## config.mk

```make
export PLATFORM = sky130hd
export DESIGN_NAME = shortest_remaining_time_scheduler_top
export DESIGN_NICKNAME = d
export VERILOG_FILES = /design/src/srtf_pkg.sv /design/src/srtf_ram.sv /design/src/srtf_best.sv /design/src/shortest_remaining_time_scheduler_top.sv
export SDC_FILE = /design/constraint.sdc
export NUM_CORES = 1
export LEC_CHECK = 0
export ABC_AREA = 1
export BUFFER_PORTS_ARGS = -buffer_cell sky130_fd_sc_hd__buf_4
export CAP_MARGIN = 40
export CELL_PAD_IN_SITES_DETAIL_PLACEMENT = 0
export CELL_PAD_IN_SITES_GLOBAL_PLACEMENT = 1
export CORE_UTILIZATION = 40
export DETAILED_ROUTE_END_ITERATION = 7
export PLACE_DENSITY = 0.78
export SLEW_MARGIN = 30
export SYNTH_ARGS = -nofsm -noshare
export SYNTH_HDL_FRONTEND = slang
export SYNTH_HIERARCHICAL = 1
export SYNTH_SLANG_ARGS = --single-unit
```

## constraint.sdc

```tcl
create_clock -name clk -period 4.9 [get_ports clk]
set_input_delay 0.245 -clock clk [delete_from_list [all_inputs] [get_ports clk]]
set_output_delay 0.245 -clock clk [all_outputs]
set_load 0.1 [all_outputs]
```

## src/srtf_pkg.sv

```systemverilog
// shared types and constants for the shortest-remaining-time scheduler
// no dependencies
package srtf_pkg;

    localparam int TAG_W = 8;
    localparam int REM_W = 16;
    localparam int TICK_W = 16;

    localparam logic MODE_ARRIVAL = 1'b0;
    localparam logic MODE_TICK = 1'b1;

    typedef struct packed {
        logic mode;
        logic [TAG_W-1:0] job_tag;
        logic [REM_W-1:0] burst_length;
    } srtf_item_t;

    typedef struct packed {
        logic [TAG_W-1:0] ran_tag;
        logic busy_res;
        logic job_done;
        logic [TICK_W-1:0] tick_number;
        logic overflow;
    } srtf_result_t;

    typedef struct packed {
        logic [TAG_W-1:0] tag;
        logic [REM_W-1:0] remaining;
    } srtf_entry_t;

    typedef struct packed {
        logic clear;
        logic eval;
    } srtf_best_ctl_t;

    typedef struct packed {
        logic found;
        logic [TAG_W-1:0] tag;
        logic [REM_W-1:0] remaining;
    } srtf_best_t;

    typedef enum logic [2:0] {
        S_IDLE,
        S_FIND,
        S_SCAN,
        S_DRAIN,
        S_UPDATE
    } srtf_state_t;

endpackage

```

## src/srtf_ram.sv

```systemverilog
// generic single-write, single-read ram with registered read data
// no dependencies
module srtf_ram #(
    parameter int WIDTH = 24,
    parameter int DEPTH = 16
) (
    input  logic                     clk,
    input  logic                     we,
    input  logic [$clog2(DEPTH)-1:0] waddr,
    input  logic [WIDTH-1:0]         wdata,
    input  logic                     re,
    input  logic [$clog2(DEPTH)-1:0] raddr,
    output logic [WIDTH-1:0]         rdata
);

    logic [WIDTH-1:0] mem [DEPTH];
    logic [WIDTH-1:0] rdata_reg;

    always_ff @(posedge clk)
    begin
        if (we)
        begin
            mem[waddr] <= wdata;
        end
        if (re)
        begin
            rdata_reg <= mem[raddr];
        end
    end

    assign rdata = rdata_reg;

endmodule

```

## src/srtf_best.sv

```systemverilog
// running minimum tracker: one shared comparator applied to each valid scanned slot
// depends on srtf_pkg
module srtf_best
    import srtf_pkg::*;
#(
    parameter int SLOTS = 16
) (
    input  logic                     clk,
    input  logic                     rst_n,
    input  srtf_best_ctl_t           ctl,
    input  logic [$clog2(SLOTS)-1:0] cand_idx,
    input  srtf_entry_t              cand,
    output srtf_best_t               best,
    output logic [$clog2(SLOTS)-1:0] best_idx
);

    localparam int IDX_W = $clog2(SLOTS);

    logic             found_reg, found_next;
    logic [IDX_W-1:0] idx_reg, idx_next;
    srtf_entry_t      entry_reg, entry_next;
    logic             take;

    // strict less-than keeps the lowest slot on a tie
    assign take = ctl.eval && (!found_reg || (cand.remaining < entry_reg.remaining));

    always_comb
    begin
        found_next = found_reg;
        idx_next = idx_reg;
        entry_next = entry_reg;
        if (ctl.clear)
        begin
            found_next = 1'b0;
        end
        else if (take)
        begin
            found_next = 1'b1;
            idx_next = cand_idx;
            entry_next = cand;
        end
    end

    always_ff @(posedge clk or negedge rst_n)
    begin
        if (!rst_n)
        begin
            found_reg <= 1'b0;
        end
        else
        begin
            found_reg <= found_next;
        end
    end

    always_ff @(posedge clk)
    begin
        idx_reg <= idx_next;
        entry_reg <= entry_next;
    end

    assign best.found = found_reg;
    assign best.tag = entry_reg.tag;
    assign best.remaining = entry_reg.remaining;
    assign best_idx = idx_reg;

endmodule

```

## src/shortest_remaining_time_scheduler_top.sv

```systemverilog
// top level of the preemptive shortest-remaining-time-first scheduler
// depends on srtf_pkg, srtf_ram, srtf_best
//
// usage
//   command channel: drive item and raise start; the item is taken on a rising
//   edge with start high and busy low. busy stays high while the item is worked
//   item.mode selects an arrival (job tag + burst) or one scheduler tick
//   result channel: strobe is high for one cycle with result valid; the
//   receiver cannot stall, so every result must be taken in that cycle
//   arrivals give no result; an arrival with zero burst is ignored at once,
//   and one that finds no free slot is dropped and sets the sticky overflow
// timing
//   arrival: the free-slot search walks the valid bits one slot per cycle,
//   from slot 0 up until a free slot is found or the last slot is checked
//   tick: the slot table is read one entry per cycle through the ram read
//   port and fed to a single comparator; busy covers the scan, drain and
//   update states, and the strobe rises as busy drops
//   a new item may be accepted in the same cycle the strobe is shown
// reset
//   rst_n clears slot valid bits, the tick counter, the overflow flag and the
//   sequencer; slot contents are not cleared, only valid slots are ever compared
module shortest_remaining_time_scheduler_top
    import srtf_pkg::*;
#(
    parameter int SLOTS = 16
) (
    input  logic         clk,
    input  logic         rst_n,
    input  logic         start,
    input  srtf_item_t   item,
    output logic         busy,
    output logic         strobe,
    output srtf_result_t result
);

    localparam int IDX_W = $clog2(SLOTS);
    localparam int ENTRY_W = $bits(srtf_entry_t);

    // sequencer and bookkeeping
    srtf_state_t         state_reg, state_next;
    logic [IDX_W-1:0]    cnt_reg, cnt_next;
    logic [SLOTS-1:0]    valid_reg, valid_next;
    logic [TICK_W-1:0]   tick_count_reg, tick_count_next;
    logic                drop_flag_reg, drop_flag_next;
    srtf_entry_t         arr_reg, arr_next;
    srtf_result_t        result_reg, result_next;
    logic                strobe_reg, strobe_next;

    // read pipeline: ram data and slot valid are registered and arrive in the cycle after the address
    logic                rd_pend_reg, rd_pend_next;
    logic [IDX_W-1:0]    rd_idx_reg;
    logic                rd_vld_reg;

    // ram port
    logic                ram_we;
    logic [IDX_W-1:0]    ram_waddr;
    srtf_entry_t         ram_wdata;
    logic                ram_re;
    logic [ENTRY_W-1:0]  ram_rdata;

    // minimum tracker
    srtf_best_ctl_t      best_ctl;
    srtf_best_t          best;
    logic [IDX_W-1:0]    best_idx;
    logic [REM_W-1:0]    rem_dec;

    srtf_ram #(
        .WIDTH (ENTRY_W),
        .DEPTH (SLOTS)
    ) u_slot_ram (
        .clk   (clk),
        .we    (ram_we),
        .waddr (ram_waddr),
        .wdata (ram_wdata),
        .re    (ram_re),
        .raddr (cnt_reg),
        .rdata (ram_rdata)
    );

    srtf_best #(
        .SLOTS (SLOTS)
    ) u_best (
        .clk      (clk),
        .rst_n    (rst_n),
        .ctl      (best_ctl),
        .cand_idx (rd_idx_reg),
        .cand     (srtf_entry_t'(ram_rdata)),
        .best     (best),
        .best_idx (best_idx)
    );

    assign rem_dec = best.remaining - REM_W'(1);

    always_comb
    begin
        state_next = state_reg;
        cnt_next = cnt_reg;
        valid_next = valid_reg;
        tick_count_next = tick_count_reg;
        drop_flag_next = drop_flag_reg;
        arr_next = arr_reg;
        result_next = result_reg;
        strobe_next = 1'b0;
        rd_pend_next = 1'b0;
        ram_we = 1'b0;
        ram_waddr = cnt_reg;
        ram_wdata = arr_reg;
        ram_re = 1'b0;
        best_ctl.clear = 1'b0;
        best_ctl.eval = rd_pend_reg && rd_vld_reg;

        case (state_reg)
            S_IDLE:
            begin
                if (start)
                begin
                    cnt_next = '0;
                    if (item.mode == MODE_TICK)
                    begin
                        best_ctl.clear = 1'b1;
                        state_next = S_SCAN;
                    end
                    else if (item.burst_length != '0)
                    begin
                        arr_next.tag = item.job_tag;
                        arr_next.remaining = item.burst_length;
                        state_next = S_FIND;
                    end
                end
            end

            S_FIND:
            begin
                // lowest free slot wins
                if (!valid_reg[cnt_reg])
                begin
                    ram_we = 1'b1;
                    valid_next[cnt_reg] = 1'b1;
                    state_next = S_IDLE;
                end
                else if (cnt_reg == IDX_W'(SLOTS - 1))
                begin
                    drop_flag_next = 1'b1;
                    state_next = S_IDLE;
                end
                else
                begin
                    cnt_next = cnt_reg + IDX_W'(1);
                end
            end

            S_SCAN:
            begin
                ram_re = 1'b1;
                rd_pend_next = 1'b1;
                if (cnt_reg == IDX_W'(SLOTS - 1))
                begin
                    state_next = S_DRAIN;
                end
                else
                begin
                    cnt_next = cnt_reg + IDX_W'(1);
                end
            end

            S_DRAIN:
            begin
                // last compare lands at the end of this cycle
                state_next = S_UPDATE;
            end

            S_UPDATE:
            begin
                ram_waddr = best_idx;
                ram_wdata.tag = best.tag;
                ram_wdata.remaining = rem_dec;
                ram_we = best.found;
                if (best.found && (rem_dec == '0))
                begin
                    valid_next[best_idx] = 1'b0;
                end
                result_next.ran_tag = best.found ? best.tag : '0;
                result_next.busy_res = best.found;
                result_next.job_done = best.found && (rem_dec == '0);
                result_next.tick_number = tick_count_reg;
                result_next.overflow = drop_flag_reg;
                strobe_next = 1'b1;
                tick_count_next = tick_count_reg + TICK_W'(1);
                state_next = S_IDLE;
            end

            default:
            begin
                state_next = S_IDLE;
            end
        endcase
    end

    always_ff @(posedge clk or negedge rst_n)
    begin
        if (!rst_n)
        begin
            state_reg <= S_IDLE;
            valid_reg <= '0;
            tick_count_reg <= '0;
            drop_flag_reg <= 1'b0;
            strobe_reg <= 1'b0;
            rd_pend_reg <= 1'b0;
        end
        else
        begin
            state_reg <= state_next;
            valid_reg <= valid_next;
            tick_count_reg <= tick_count_next;
            drop_flag_reg <= drop_flag_next;
            strobe_reg <= strobe_next;
            rd_pend_reg <= rd_pend_next;
        end
    end

    // payload registers
    always_ff @(posedge clk)
    begin
        cnt_reg <= cnt_next;
        arr_reg <= arr_next;
        result_reg <= result_next;
        rd_idx_reg <= cnt_reg;
        rd_vld_reg <= valid_reg[cnt_reg];
    end

    assign busy = (state_reg != S_IDLE);
    assign strobe = strobe_reg;
    assign result = result_reg;

`ifndef SYNTHESIS
    // a result only ever follows the write-back step of a tick
    a_strobe_after_update: assert property (@(posedge clk) disable iff (!rst_n)
        strobe_reg |-> $past(state_reg == S_UPDATE))
        else $error("strobe without a preceding update step");

    // an idle tick carries a zero tag and no completion
    a_idle_tick_clean: assert property (@(posedge clk) disable iff (!rst_n)
        (strobe_reg && !result_reg.busy_res) |-> (result_reg.ran_tag == '0 && !result_reg.job_done))
        else $error("idle tick reports a job");

    // overflow never clears once set
    a_overflow_sticky: assert property (@(posedge clk) disable iff (!rst_n)
        drop_flag_reg |=> drop_flag_reg)
        else $error("overflow flag cleared");

    // the slot table is written only while storing an arrival or writing back
    a_ram_write_window: assert property (@(posedge clk) disable iff (!rst_n)
        ram_we |-> (state_reg == S_FIND || state_reg == S_UPDATE))
        else $error("slot ram written outside an arrival or write-back");

    // the tick counter moves exactly when a result is produced
    a_tick_with_strobe: assert property (@(posedge clk) disable iff (!rst_n)
        (tick_count_reg != $past(tick_count_reg)) |-> strobe_reg)
        else $error("tick counter moved without a result");
`endif

endmodule
```

# Word-level counts from Yosys, hierarchy flattened
# Memories as Yosys holds them, arrays and structs flattened. A register that Yosys moved wholly into a read port is not among the register bits.
# Cells that the tools add are included.
# totals
mem_count	1
romBits	0
wordCells	99
latch_bits	0
output_inout_bits	29
reg_bits	127
mem_bits_rw	384
in_bits	28
# memory_table
memory	depth	width	read_ports	rd_ports_with_merged_regs	wr	line	source
u_slot_ram.mem	16	24	1	1	1	srtf_ram.sv:16	logic [WIDTH-1:0] mem [DEPTH];
# classes
n_addsub	3
n_eq_ne	12
n_mul	0
shift	0
order_cmp	5
n_reduce_logical	20
n_div	0
n_bitwise	5
n_mux	33
# op_table
op	n
16-bit 2-to-1 mux	2
16-bit one-hot mux with 2 select lines	1
24-bit 2-to-1 mux	1
3-bit 2-to-1 mux	6
16-bit by 1-bit adder with 16-bit output, second input constant	1
16-bit AND	1
16-bit zero test	1
16-bit < comparator	1
4-bit 2-to-1 mux	4
16-bit inverter	1
16-bit OR	1
16-bit nonzero test	1
16-bit by 1-bit subtractor with 16-bit output, second input constant	1
1-bit 2-to-1 mux	13
3-bit one-hot mux with 4 select lines	1
4-bit one-hot mux with 3 select lines	1
4-bit by 5-bit < comparator with 1-bit output, second input constant	2
2-bit inequality test, second input constant	5
3-bit AND reduction	3
1-bit demux with 4-bit select	2
4-bit by 1-bit >= comparator with 1-bit output, second input constant	2
4-bit AND reduction	2
3-bit by 2-bit equality test with 1-bit output, second input constant	2
3-bit inequality test, second input constant	2
14 further kinds	21

# Depth between registers and ports, before layout
# Gate-level depths: netlist of run 1.
# logic_depth
ltp_word	8
mapped_depth	16
depth_no_buf	15

# Cells and area by module
# Netlist of run 1, hierarchy kept.
# by_module_without_submodules
module	cells_each	area_per_inst_um2	seq_area_each_um2	n_inst
srtf_ram	1597	17191.5	12251.8	1
shortest_remaining_time_scheduler_top	600	5081.1	2702.6	1
srtf_best	101	1303.8	865.8	1

# Worst setup path after synthesis of run 1
# No wires, ideal clock.
# synth_timing
path_kind	flip-flop to flip-flop
from	reg cnt_reg[0]
to	mem u_slot_ram.mem[12][0], enable pin
stages_incl_launch_ff	14
n_path_buf	2
required_ps	4495
setup_time_ps	405
arrival_time_ps	2947
setup_slack_ps	1548
period_less_slack_ps	3352
path_cell_list	edfxtp_1 buf_2 nor2_1 nor2_1 o21ai_0 o21ai_1 nand2_1 nand2_1 nor2_1 nand2_2 clkbuf_1 nand2_1 nand3_1 nor2_1
# synth_via
elab_chain_len	6
word_cells_on_any_way	7
cone_classes	7 x mux
# synth_lines
item	line	source
start: declaration	shortest_remaining_time_scheduler_top.sv:41	logic [IDX_W-1:0] cnt_reg, cnt_next;
start signal: assignment	shortest_remaining_time_scheduler_top.sv:224	cnt_reg <= cnt_next;
1-bit binary-select mux with 4-bit select	shortest_remaining_time_scheduler_top.sv:135	if (!valid_reg[cnt_reg])
1-bit 2-to-1 mux (implied by the code)	shortest_remaining_time_scheduler_top.sv:135	
1-bit 2-to-1 mux	shortest_remaining_time_scheduler_top.sv:135	
1-bit one-hot mux with 2 select lines	shortest_remaining_time_scheduler_top.sv:112	case (state_reg)
net ram_we	shortest_remaining_time_scheduler_top.sv:55	logic ram_we;
1-bit 2-to-1 mux	srtf_ram.sv:21	if (we)
1-bit 2-to-1 mux (implied by the code)	srtf_ram.sv:23	mem[waddr] <= wdata;
end: declaration	srtf_ram.sv:16	
# The timed path passes the listed nets, and every way through them passes these cells. The select of a mux whose other input is x is not followed.

# Worst setup path in the final report of run 1
# layout_timing
from	reg cnt_reg[0]
to	mem u_slot_ram.mem[8][13], enable pin
# The elaborated chain is that of the path after synthesis.

==> results of run 1 <==
## worst max path at each step
stage                           from                    end  slack, ns
after detailed placement  cnt_reg[0]  u_slot_ram/mem[9][15]       1.31
after floorplan           cnt_reg[0]  u_slot_ram/mem[12][0]       1.55
final                     cnt_reg[0]  u_slot_ram/mem[8][13]       1.32
after CTS                 cnt_reg[0]  u_slot_ram/mem[9][13]       1.31
after global placement    cnt_reg[0]  u_slot_ram/mem[5][22]       1.37
after global routing      cnt_reg[0]  u_slot_ram/mem[8][13]       1.06
## metrics by stage
step	total power, µW	hold WS, ns	instances
finish	15500	0.133	3198
global route	16300	0.184	3198
CTS	15600	0.0946	3192
detailed placement	11200	0.286	3063
global placement	11100	0.273	3051
floorplan	9510	-0.0506	2298
## layout make-up
class	instances	area, µm²
clock inverter	33	438
inverter	386	1450
multi-input combinational	1284	6020
sequential	535	15800
tap	765	957
fill	5234	30500
timing repair buffer	126	1310
clock buffer	69	1450
## cell families (layout without fill, tap and decap cells)
logic type | count (synthesis) | count (layout) | share of synthesized area (%)
DFF | 535 | 535 | 67.1
buffers and inverters | 479 | 614 | 8.14
adders and majority gates | 22 | 22 | 1.17
xor gates and xnor gates | 19 | 19 | 0.706
AOI/OAI and AO/OA | 101 | 101 | 2.26
and+or+nand+nor | 1142 | 1142 | 20.6
## what timing repair did
action | CTS | global route
gates resized for setup | 0 | 0
hold buffers | 27 | 0
endpoints found under the hold margin | 64 | 0
## worst max-delay path, cell delays in order (launching register included)
cell,delay (ns)
sky130_fd_sc_hd__edfxtp_1,0.58
sky130_fd_sc_hd__inv_2,0.16
sky130_fd_sc_hd__o21ai_0,0.20
sky130_fd_sc_hd__o22ai_1,0.10
sky130_fd_sc_hd__nand2_1,0.07
sky130_fd_sc_hd__nand2_1,0.05
sky130_fd_sc_hd__nor2_1,0.25
sky130_fd_sc_hd__nand2_2,0.32
sky130_fd_sc_hd__nand2_1,0.29
sky130_fd_sc_hd__nand3b_1,0.40
sky130_fd_sc_hd__nor2_4,0.77
## routing by layer
layer  GRT usage, %  up-vias  wire [µm]
met3           2.72       86       3480
met2           31.7      445      27000
li1               -     7660          -
met4           5.50        0       1300
met5              0        -          0
met1           27.2     7536      25900
## report_power, final
group          internal [µW]  switching, µW  total, µW
sequential              5880            305       6180
combinational           1320           3670       4990
clock                   2580           1770       4350
total                   9770           5740      15500
## cells in the mapped netlist, types with 2 or more instances
| cell | number |
|---|---|
| sky130_fd_sc_hd__nand3b_1 | 6 |
| sky130_fd_sc_hd__ha_1 | 22 |
| sky130_fd_sc_hd__edfxtp_1 | 491 |
| sky130_fd_sc_hd__nand3_1 | 319 |
| sky130_fd_sc_hd__dfxtp_1 | 5 |
| sky130_fd_sc_hd__a21oi_1 | 9 |
| sky130_fd_sc_hd__o21ai_0 | 74 |
| sky130_fd_sc_hd__nor3_1 | 5 |
| sky130_fd_sc_hd__xnor2_1 | 5 |
| sky130_fd_sc_hd__a31oi_1 | 7 |
| sky130_fd_sc_hd__nor2_2 | 7 |
| sky130_fd_sc_hd__buf_2 | 46 |
| sky130_fd_sc_hd__nand2_2 | 5 |
| sky130_fd_sc_hd__nand4_1 | 5 |
| sky130_fd_sc_hd__inv_2 | 4 |
| sky130_fd_sc_hd__a21oi_2 | 2 |
| sky130_fd_sc_hd__buf_4 | 15 |
| sky130_fd_sc_hd__nor2_1 | 96 |
| sky130_fd_sc_hd__nor3_2 | 2 |
| sky130_fd_sc_hd__buf_1 | 9 |
| sky130_fd_sc_hd__o21ai_1 | 4 |
| sky130_fd_sc_hd__xor2_1 | 14 |
| sky130_fd_sc_hd__nand2_1 | 684 |
| sky130_fd_sc_hd__clkbuf_1 | 22 |
| sky130_fd_sc_hd__nand2_4 | 2 |
| sky130_fd_sc_hd__or2_2 | 2 |
| sky130_fd_sc_hd__nor2_4 | 3 |
| sky130_fd_sc_hd__inv_1 | 380 |
| sky130_fd_sc_hd__o22ai_1 | 2 |
| sky130_fd_sc_hd__clkinv_1 | 2 |
| sky130_fd_sc_hd__dfrtp_1 | 39 |
==> flow_metrics.env, run 1 <==
export IMPL_status="finished, final reports clean"
export IMPL_drt_initial_drc_count=1375
export IMPL_final_common_cell="sky130_fd_sc_hd__nand2_1"
export IMPL_worst_setup_path_end_kind="flop"
export IMPL_setup_worst_path_class="reg -> reg"
export IMPL_initial_core_util_pct=40.7
export IMPL_max_cap_violations=0
export IMPL_layout_area_overhead_vs_synth_pct=16.4
export IMPL_grt_pass1_vias=15045
export IMPL_viasPerCell=4.92
export IMPL_period_needed_ns=3.58
export IMPL_ys_warn_count=6
export IMPL_ant_nets=0
export IMPL_rows=88
export IMPL_drt_drc_violations_left=0
export IMPL_crit_fanout=24
export IMPL_power_static_leakage_uw=0.0116
export IMPL_utilization_pct=47.4
export IMPL_power_density_nw_per_um2=565
export IMPL_final_min_period_over_clock_period_pct=73.1
export IMPL_clock_skew_ns=0.0470
export IMPL_worst_pin_slew_ns=0.834
export IMPL_overflow=0
export IMPL_grt_antenna_before_repair=1
export IMPL_beginning_of_the_worst_hold_path="start"
export IMPL_core_area_um2=57900
export IMPL_hpwl_mm=35.7
export IMPL_grt_start_max_net_pins=134
export IMPL_placed_cell_area_um2=25200
export IMPL_largest_register_ff_count=384
export IMPL_grt_first_pass_wirelength_mm=89.0
export IMPL_mappedNetlistNets=2348
export IMPL_clkSinkCount=535
export IMPL_setup_worst_path_start_class="flop"
export IMPL_postSynthRegisterBits=535
export IMPL_clkTransAtPathRegs_ns=0.06
export IMPL_required_time_at_the_worst_slack_endpoint_ns=5.12
export IMPL_sequential_fraction_of_the_synthesis_area_pct=67.1
export IMPL_drtPass1Iterations=5
export IMPL_clock_latency_ns=0.63
export IMPL_timing_rr_end="u_slot_ram/mem[8][13]"
export IMPL_regToRegStartpoint="cnt_reg[0]"
export IMPL_routed_wire_length_per_instance_um=18.0
export IMPL_ys_async_sr_fraction_pct=7.29
export IMPL_synth_area_um2=23600
export IMPL_timing_hold_worst_path_depth=7
export IMPL_yosys_area_top_type="sky130_fd_sc_hd__edfxtp_1"
export IMPL_clock_tree_root_cell="sky130_fd_sc_hd__clkbuf_16"
export IMPL_commonest_cells_after_routing_fill_and_taps_aside="sky130_fd_sc_hd__nand2_1, sky130_fd_sc_hd__edfxtp_1, sky130_fd_sc_hd__inv_1, sky130_fd_sc_hd__nand3_1, sky130_fd_sc_hd__buf_4"
export IMPL_total_of_buffers_placed_on_input_and_output_ports=56
export IMPL_routability_congestion_estimate_from_global_placement=0.873
export IMPL_final_max_slew_viol_count=0
export IMPL_routed_wl_mm=57.7
export IMPL_ff2ff_setup_slack_ns=1.32
export IMPL_setup_ws_ns=1.32
export IMPL_synth_top_cell_area_share_pct=62.5
export IMPL_final_hold_viol_count=0
export IMPL_dieArea_um2=59900
export IMPL_via_count=15727
export IMPL_vdd_ir_drop_worst_uv=364
export IMPL_synth_top_flop_cell="sky130_fd_sc_hd__edfxtp_1"
export IMPL_antenna_cells_inserted=0
export IMPL_synth_edff_count=491
export IMPL_netlist_top_cells_area="sky130_fd_sc_hd__edfxtp_1, sky130_fd_sc_hd__nand2_1, sky130_fd_sc_hd__nand3_1"
export IMPL_setup_viol=0
export IMPL_ctsHtreeMaxLevel=2
export IMPL_boundaryPins=57
export IMPL_max_slew_margin_pct=44.4
export IMPL_synth_cells=2298
export IMPL_cts_repair_timing_setup_buffer_count=0
export IMPL_postSynthAreaPerCell_um2=10.3
export IMPL_dieWidth_um=245
export IMPL_worstHoldEndpoint="state_reg[1]"
export IMPL_drive_above_1_share_pct=9.70
export IMPL_setup_total_negative_slack_ns=0
export IMPL_reg2regPathDepth=10
export IMPL_min_path_type="in -> reg"
export IMPL_layout_nets=2438
export IMPL_tritoncts_clock_tree="done"
export IMPL_clock_tree_buffer_depth=3
export IMPL_cts_buffers_inserted=55
export IMPL_grt_total_usage_pct=19.5
export IMPL_finished_layout_cell_area_um2=27500
export IMPL_crit_path_dat_ns=3.80
export IMPL_preCtsSetupSlack_ns=1.31
export IMPL_floorplan_die_height_um=245
export IMPL_max_clock_freq_mhz=279
export IMPL_grt_setup_unrepaired="false"
export IMPL_ys_types=41
Power figures use the tool's default switching activity.
==> inputs of run 2 (changes only) <==
--- a/config.mk
+++ b/config.mk
@@ -5,14 +5,14 @@
 export SDC_FILE = /design/constraint.sdc
 export NUM_CORES = 1
 export LEC_CHECK = 0
-export ABC_AREA = 1
+export ABC_AREA = 0
 export BUFFER_PORTS_ARGS = -buffer_cell sky130_fd_sc_hd__buf_4
 export CAP_MARGIN = 40
 export CELL_PAD_IN_SITES_DETAIL_PLACEMENT = 0
 export CELL_PAD_IN_SITES_GLOBAL_PLACEMENT = 1
 export CORE_UTILIZATION = 40
 export DETAILED_ROUTE_END_ITERATION = 7
-export PLACE_DENSITY = 0.78
+export PLACE_DENSITY = 0.73
 export SLEW_MARGIN = 30
 export SYNTH_ARGS = -nofsm -noshare
 export SYNTH_HDL_FRONTEND = slang
==> constraint.sdc (replaced) <==
create_clock -name clk -period 3.4 [get_ports clk]
set_input_delay 0.17 -clock clk [delete_from_list [all_inputs] [get_ports clk]]
set_output_delay 0.17 -clock clk [all_outputs]
set_load 0.1 [all_outputs]
==> run 2 against run 1 <==
Effect of this change:
- cell area fell by 9.0%
- die area fell by 9.9%
- highest routed layer unchanged
- setup slack got worse by 1.1 ns
- routed wire length fell by 21%
- critical endpoint is now u_slot_ram/mem[0][6]
- synthesized cell count fell by 50%
==> flow_metrics.env, run 2 <==
export IMPL_mappedNetlistNets=1200
export IMPL_final_hold_viol_count=0
export IMPL_finished_layout_cell_area_um2=25000
export IMPL_placed_cell_area_um2=23000
export IMPL_routability_congestion_estimate_from_global_placement=0.813
export IMPL_drt_drc_violations_left=0
export IMPL_clock_skew_ns=0.0229
export IMPL_holdBufCountCts=28
export IMPL_layout_area_overhead_vs_synth_pct=17.7
export IMPL_grt_start_max_net_pins=103
export IMPL_final_common_cell="sky130_fd_sc_hd__edfxtp_1"
export IMPL_yosys_area_share_simple_pct=6.25
export IMPL_synth_top_flop_cell="sky130_fd_sc_hd__edfxtp_1"
export IMPL_synth_compound_area_share_pct=3.99
export IMPL_commonest_cells_after_routing_fill_and_taps_aside="sky130_fd_sc_hd__edfxtp_1, sky130_fd_sc_hd__nand2_1, sky130_fd_sc_hd__buf_4, sky130_fd_sc_hd__mux4_2, sky130_fd_sc_hd__clkbuf_16"
export IMPL_power_density_nw_per_um2=748
export IMPL_ys_types=57
export IMPL_worst_pin_slew_ns=0.860
export IMPL_floorplan_die_height_um=232
export IMPL_synth_area_um2=21200
export IMPL_synth_fa_ha_area_share_pct=1.30
export IMPL_dieWidth_um=232
export IMPL_setup_worst_path_start_class="flop"
export IMPL_final_max_slew_viol_count=0
export IMPL_clock_latency_ns=0.61
export IMPL_total_of_buffers_placed_on_input_and_output_ports=56
export IMPL_sequential_fraction_of_the_synthesis_area_pct=74.5
export IMPL_grt_antenna_before_repair=0
export IMPL_max_slew_margin_pct=42.6
export IMPL_cts_repair_resized=0
export IMPL_yosys_mux_area_fraction_pct=10.8
export IMPL_overflow=0
export IMPL_grt_first_pass_wirelength_mm=69.4
export IMPL_final_min_period_over_clock_period_pct=94.8
export IMPL_largest_register_ff_count=384
export IMPL_synth_top_family_by_area="multiplexers"
export IMPL_max_clock_freq_mhz=310
export IMPL_synth_edff_count=491
export IMPL_synthXorXnorAreaFrac_pct=1.32
export IMPL_yosys_area_top_type="sky130_fd_sc_hd__edfxtp_1"
export IMPL_synth_commonest_cells="sky130_fd_sc_hd__edfxtp_1, sky130_fd_sc_hd__nand2_1, sky130_fd_sc_hd__mux4_2"
export IMPL_dieArea_um2=54000
export IMPL_netlist_top_cells_area="sky130_fd_sc_hd__edfxtp_1, sky130_fd_sc_hd__mux4_2, sky130_fd_sc_hd__dfrtp_1"
export IMPL_pnr_total_power_uw=18700
export IMPL_grt_pass1_vias=11223
export IMPL_postSynthRegisterBits=535
export IMPL_grt_total_usage_pct=17.4
export IMPL_layout_cells_non_filler=2025
export IMPL_ant_nets=0
export IMPL_power_static_leakage_uw=0.00845
export IMPL_cts_repair_timing_setup_buffer_count=0
export IMPL_synth_cells=1150
export IMPL_vdd_ir_drop_worst_uv=413
export IMPL_setup_total_negative_slack_ns=0
export IMPL_rows=84
export IMPL_drive_above_1_share_pct=25.5
export IMPL_cell_with_the_most_instances_after_synthesis="sky130_fd_sc_hd__edfxtp_1"
export IMPL_n_fill_cell=4322
export IMPL_clkTransAtPathRegs_ns=0.06
export IMPL_drt_initial_drc_count=1020
export IMPL_layout_nets=1345
export IMPL_cts_buffers_inserted=53
export IMPL_required_time_at_the_worst_slack_endpoint_ns=3.70
export IMPL_drtPass1Iterations=5
export IMPL_synth_top_cell_area_share_pct=69.4
export IMPL_crit_fanout=23
export IMPL_setup_worst_path_class="reg -> reg"
export IMPL_crit_path_dat_ns=3.52
export IMPL_min_path_type="in -> async"
export IMPL_ys_async_sr_fraction_pct=7.29
export IMPL_tritoncts_clock_tree="done"
export IMPL_routed_wl_mm=45.8
export IMPL_via_count=11047
export IMPL_viasPerCell=5.46
export IMPL_setup_viol=0
export IMPL_worst_setup_path_end_kind="flop"
export IMPL_core_area_um2=52600
export IMPL_max_cap_violations=0
export IMPL_antenna_cells_inserted=0
export IMPL_postSynthAreaPerCell_um2=18.5
export IMPL_routed_wire_length_per_instance_um=22.6
export IMPL_ctsHtreeMaxLevel=2
export IMPL_grt_setup_unrepaired="false"
export IMPL_clock_tree_root_cell="sky130_fd_sc_hd__clkbuf_16"
export IMPL_ys_warn_count=6
export IMPL_placed_cells=1899
export IMPL_clock_tree_buffer_depth=3
export IMPL_status="finished, final reports clean"
export IMPL_period_needed_ns=3.22
export IMPL_boundaryPins=57
export IMPL_initial_core_util_pct=40.4
export IMPL_hpwl_mm=26.4
export IMPL_clkSinkCount=535
## run 2: cell count changes after synthesis, moves of 13 or more
| cell | delta |
|---|---|
| sky130_fd_sc_hd__nor2_1 | -57 |
| sky130_fd_sc_hd__nand4_1 | +13 |
| sky130_fd_sc_hd__o21ai_0 | -53 |
| sky130_fd_sc_hd__mux4_2 | +101 |
| sky130_fd_sc_hd__buf_2 | -30 |
| sky130_fd_sc_hd__nand3_1 | -307 |
| sky130_fd_sc_hd__a22oi_1 | +48 |
| sky130_fd_sc_hd__inv_1 | -354 |
| sky130_fd_sc_hd__nand2_1 | -562 |
| sky130_fd_sc_hd__buf_4 | -14 |
## run 2: cell families (layout without fill, tap and decap cells)
| family | count (synthesis) | in the layout |
|---|---|---|
| compound gates | 107 | 107 |
| xor+xnor | 32 | 32 |
| buf+inv | 84 | 271 |
| flops | 535 | 535 |
| simple gates | 268 | 268 |
| mux | 102 | 102 |
| fa+ha+maj | 22 | 22 |
## run 2: routing by layer
layer | wire length, µm | up-vias | global-route usage, %
met2 | 21800 | 348 | 27.4
met4 | 857 | 0 | 4.63
met3 | 2860 | 73 | 2.95
li1 | - | 4874 | -
met1 | 20400 | 5752 | 25.0
met5 | 0 | - | 0
## run 2: report_power, final
part | leakage [µW] | internal (µW) | switching (µW)
combinational | 0.00258 | 1880 | 2630
clock | 0.000818 | 3240 | 2450
sequential | 0.00505 | 8090 | 392
total | 0.00845 | 13200 | 5470
## run 2: critical path, stage by stage, from the launching register on
cell	delay [ns]
sky130_fd_sc_hd__edfxtp_1	0.55
sky130_fd_sc_hd__mux4_2	0.56
sky130_fd_sc_hd__mux4_2	0.59
sky130_fd_sc_hd__o21ai_2	0.27
sky130_fd_sc_hd__or3b_4	0.46
sky130_fd_sc_hd__nor3_4	0.24
sky130_fd_sc_hd__buf_12	0.24
## run 2: path summary, 6_finish.rpt
check                                    from              endpoint  slack (ns)  depth (start not counted)
min in group clk                     item[16]           arr_reg[16]        0.28                          2
max in group asynchronous               rst_n     tick_count_reg[9]        2.93                          2
worst max register to register     cnt_reg[0]  u_slot_ram/mem[0][6]        0.18                          6
worst min-delay path                    rst_n          state_reg[2]        0.11                          2
worst max-delay path               cnt_reg[0]  u_slot_ram/mem[0][6]        0.18                          6
worst min register to register  rd_idx_reg[0]    u_best/best_idx[0]        0.40                          0
## run 2: through the flow
stage	utilization (%)	hold WS (ns)	worst slack (ns)
after floorplan	-	-0.126	-0.334
after global placement	43.7	0.181	0.178
after detailed placement	43.7	0.187	0.173
after CTS	47.5	0.112	0.169
after global routing	47.5	0.144	0.0497
final	47.5	0.107	0.176
## run 2: cell type report
type | instances | area [µm²] | area share, %
Inverter | 26 | 97.6 | 0.391
Sequential cell | 535 | 15800 | 63.3
Clock buffer | 76 | 1460 | 5.85
Timing Repair Buffer | 148 | 1370 | 5.49
Clock inverter | 21 | 240 | 0.962
Tap cell | 688 | 861 | 3.45
Multi-Input combinational cell | 531 | 5130 | 20.5
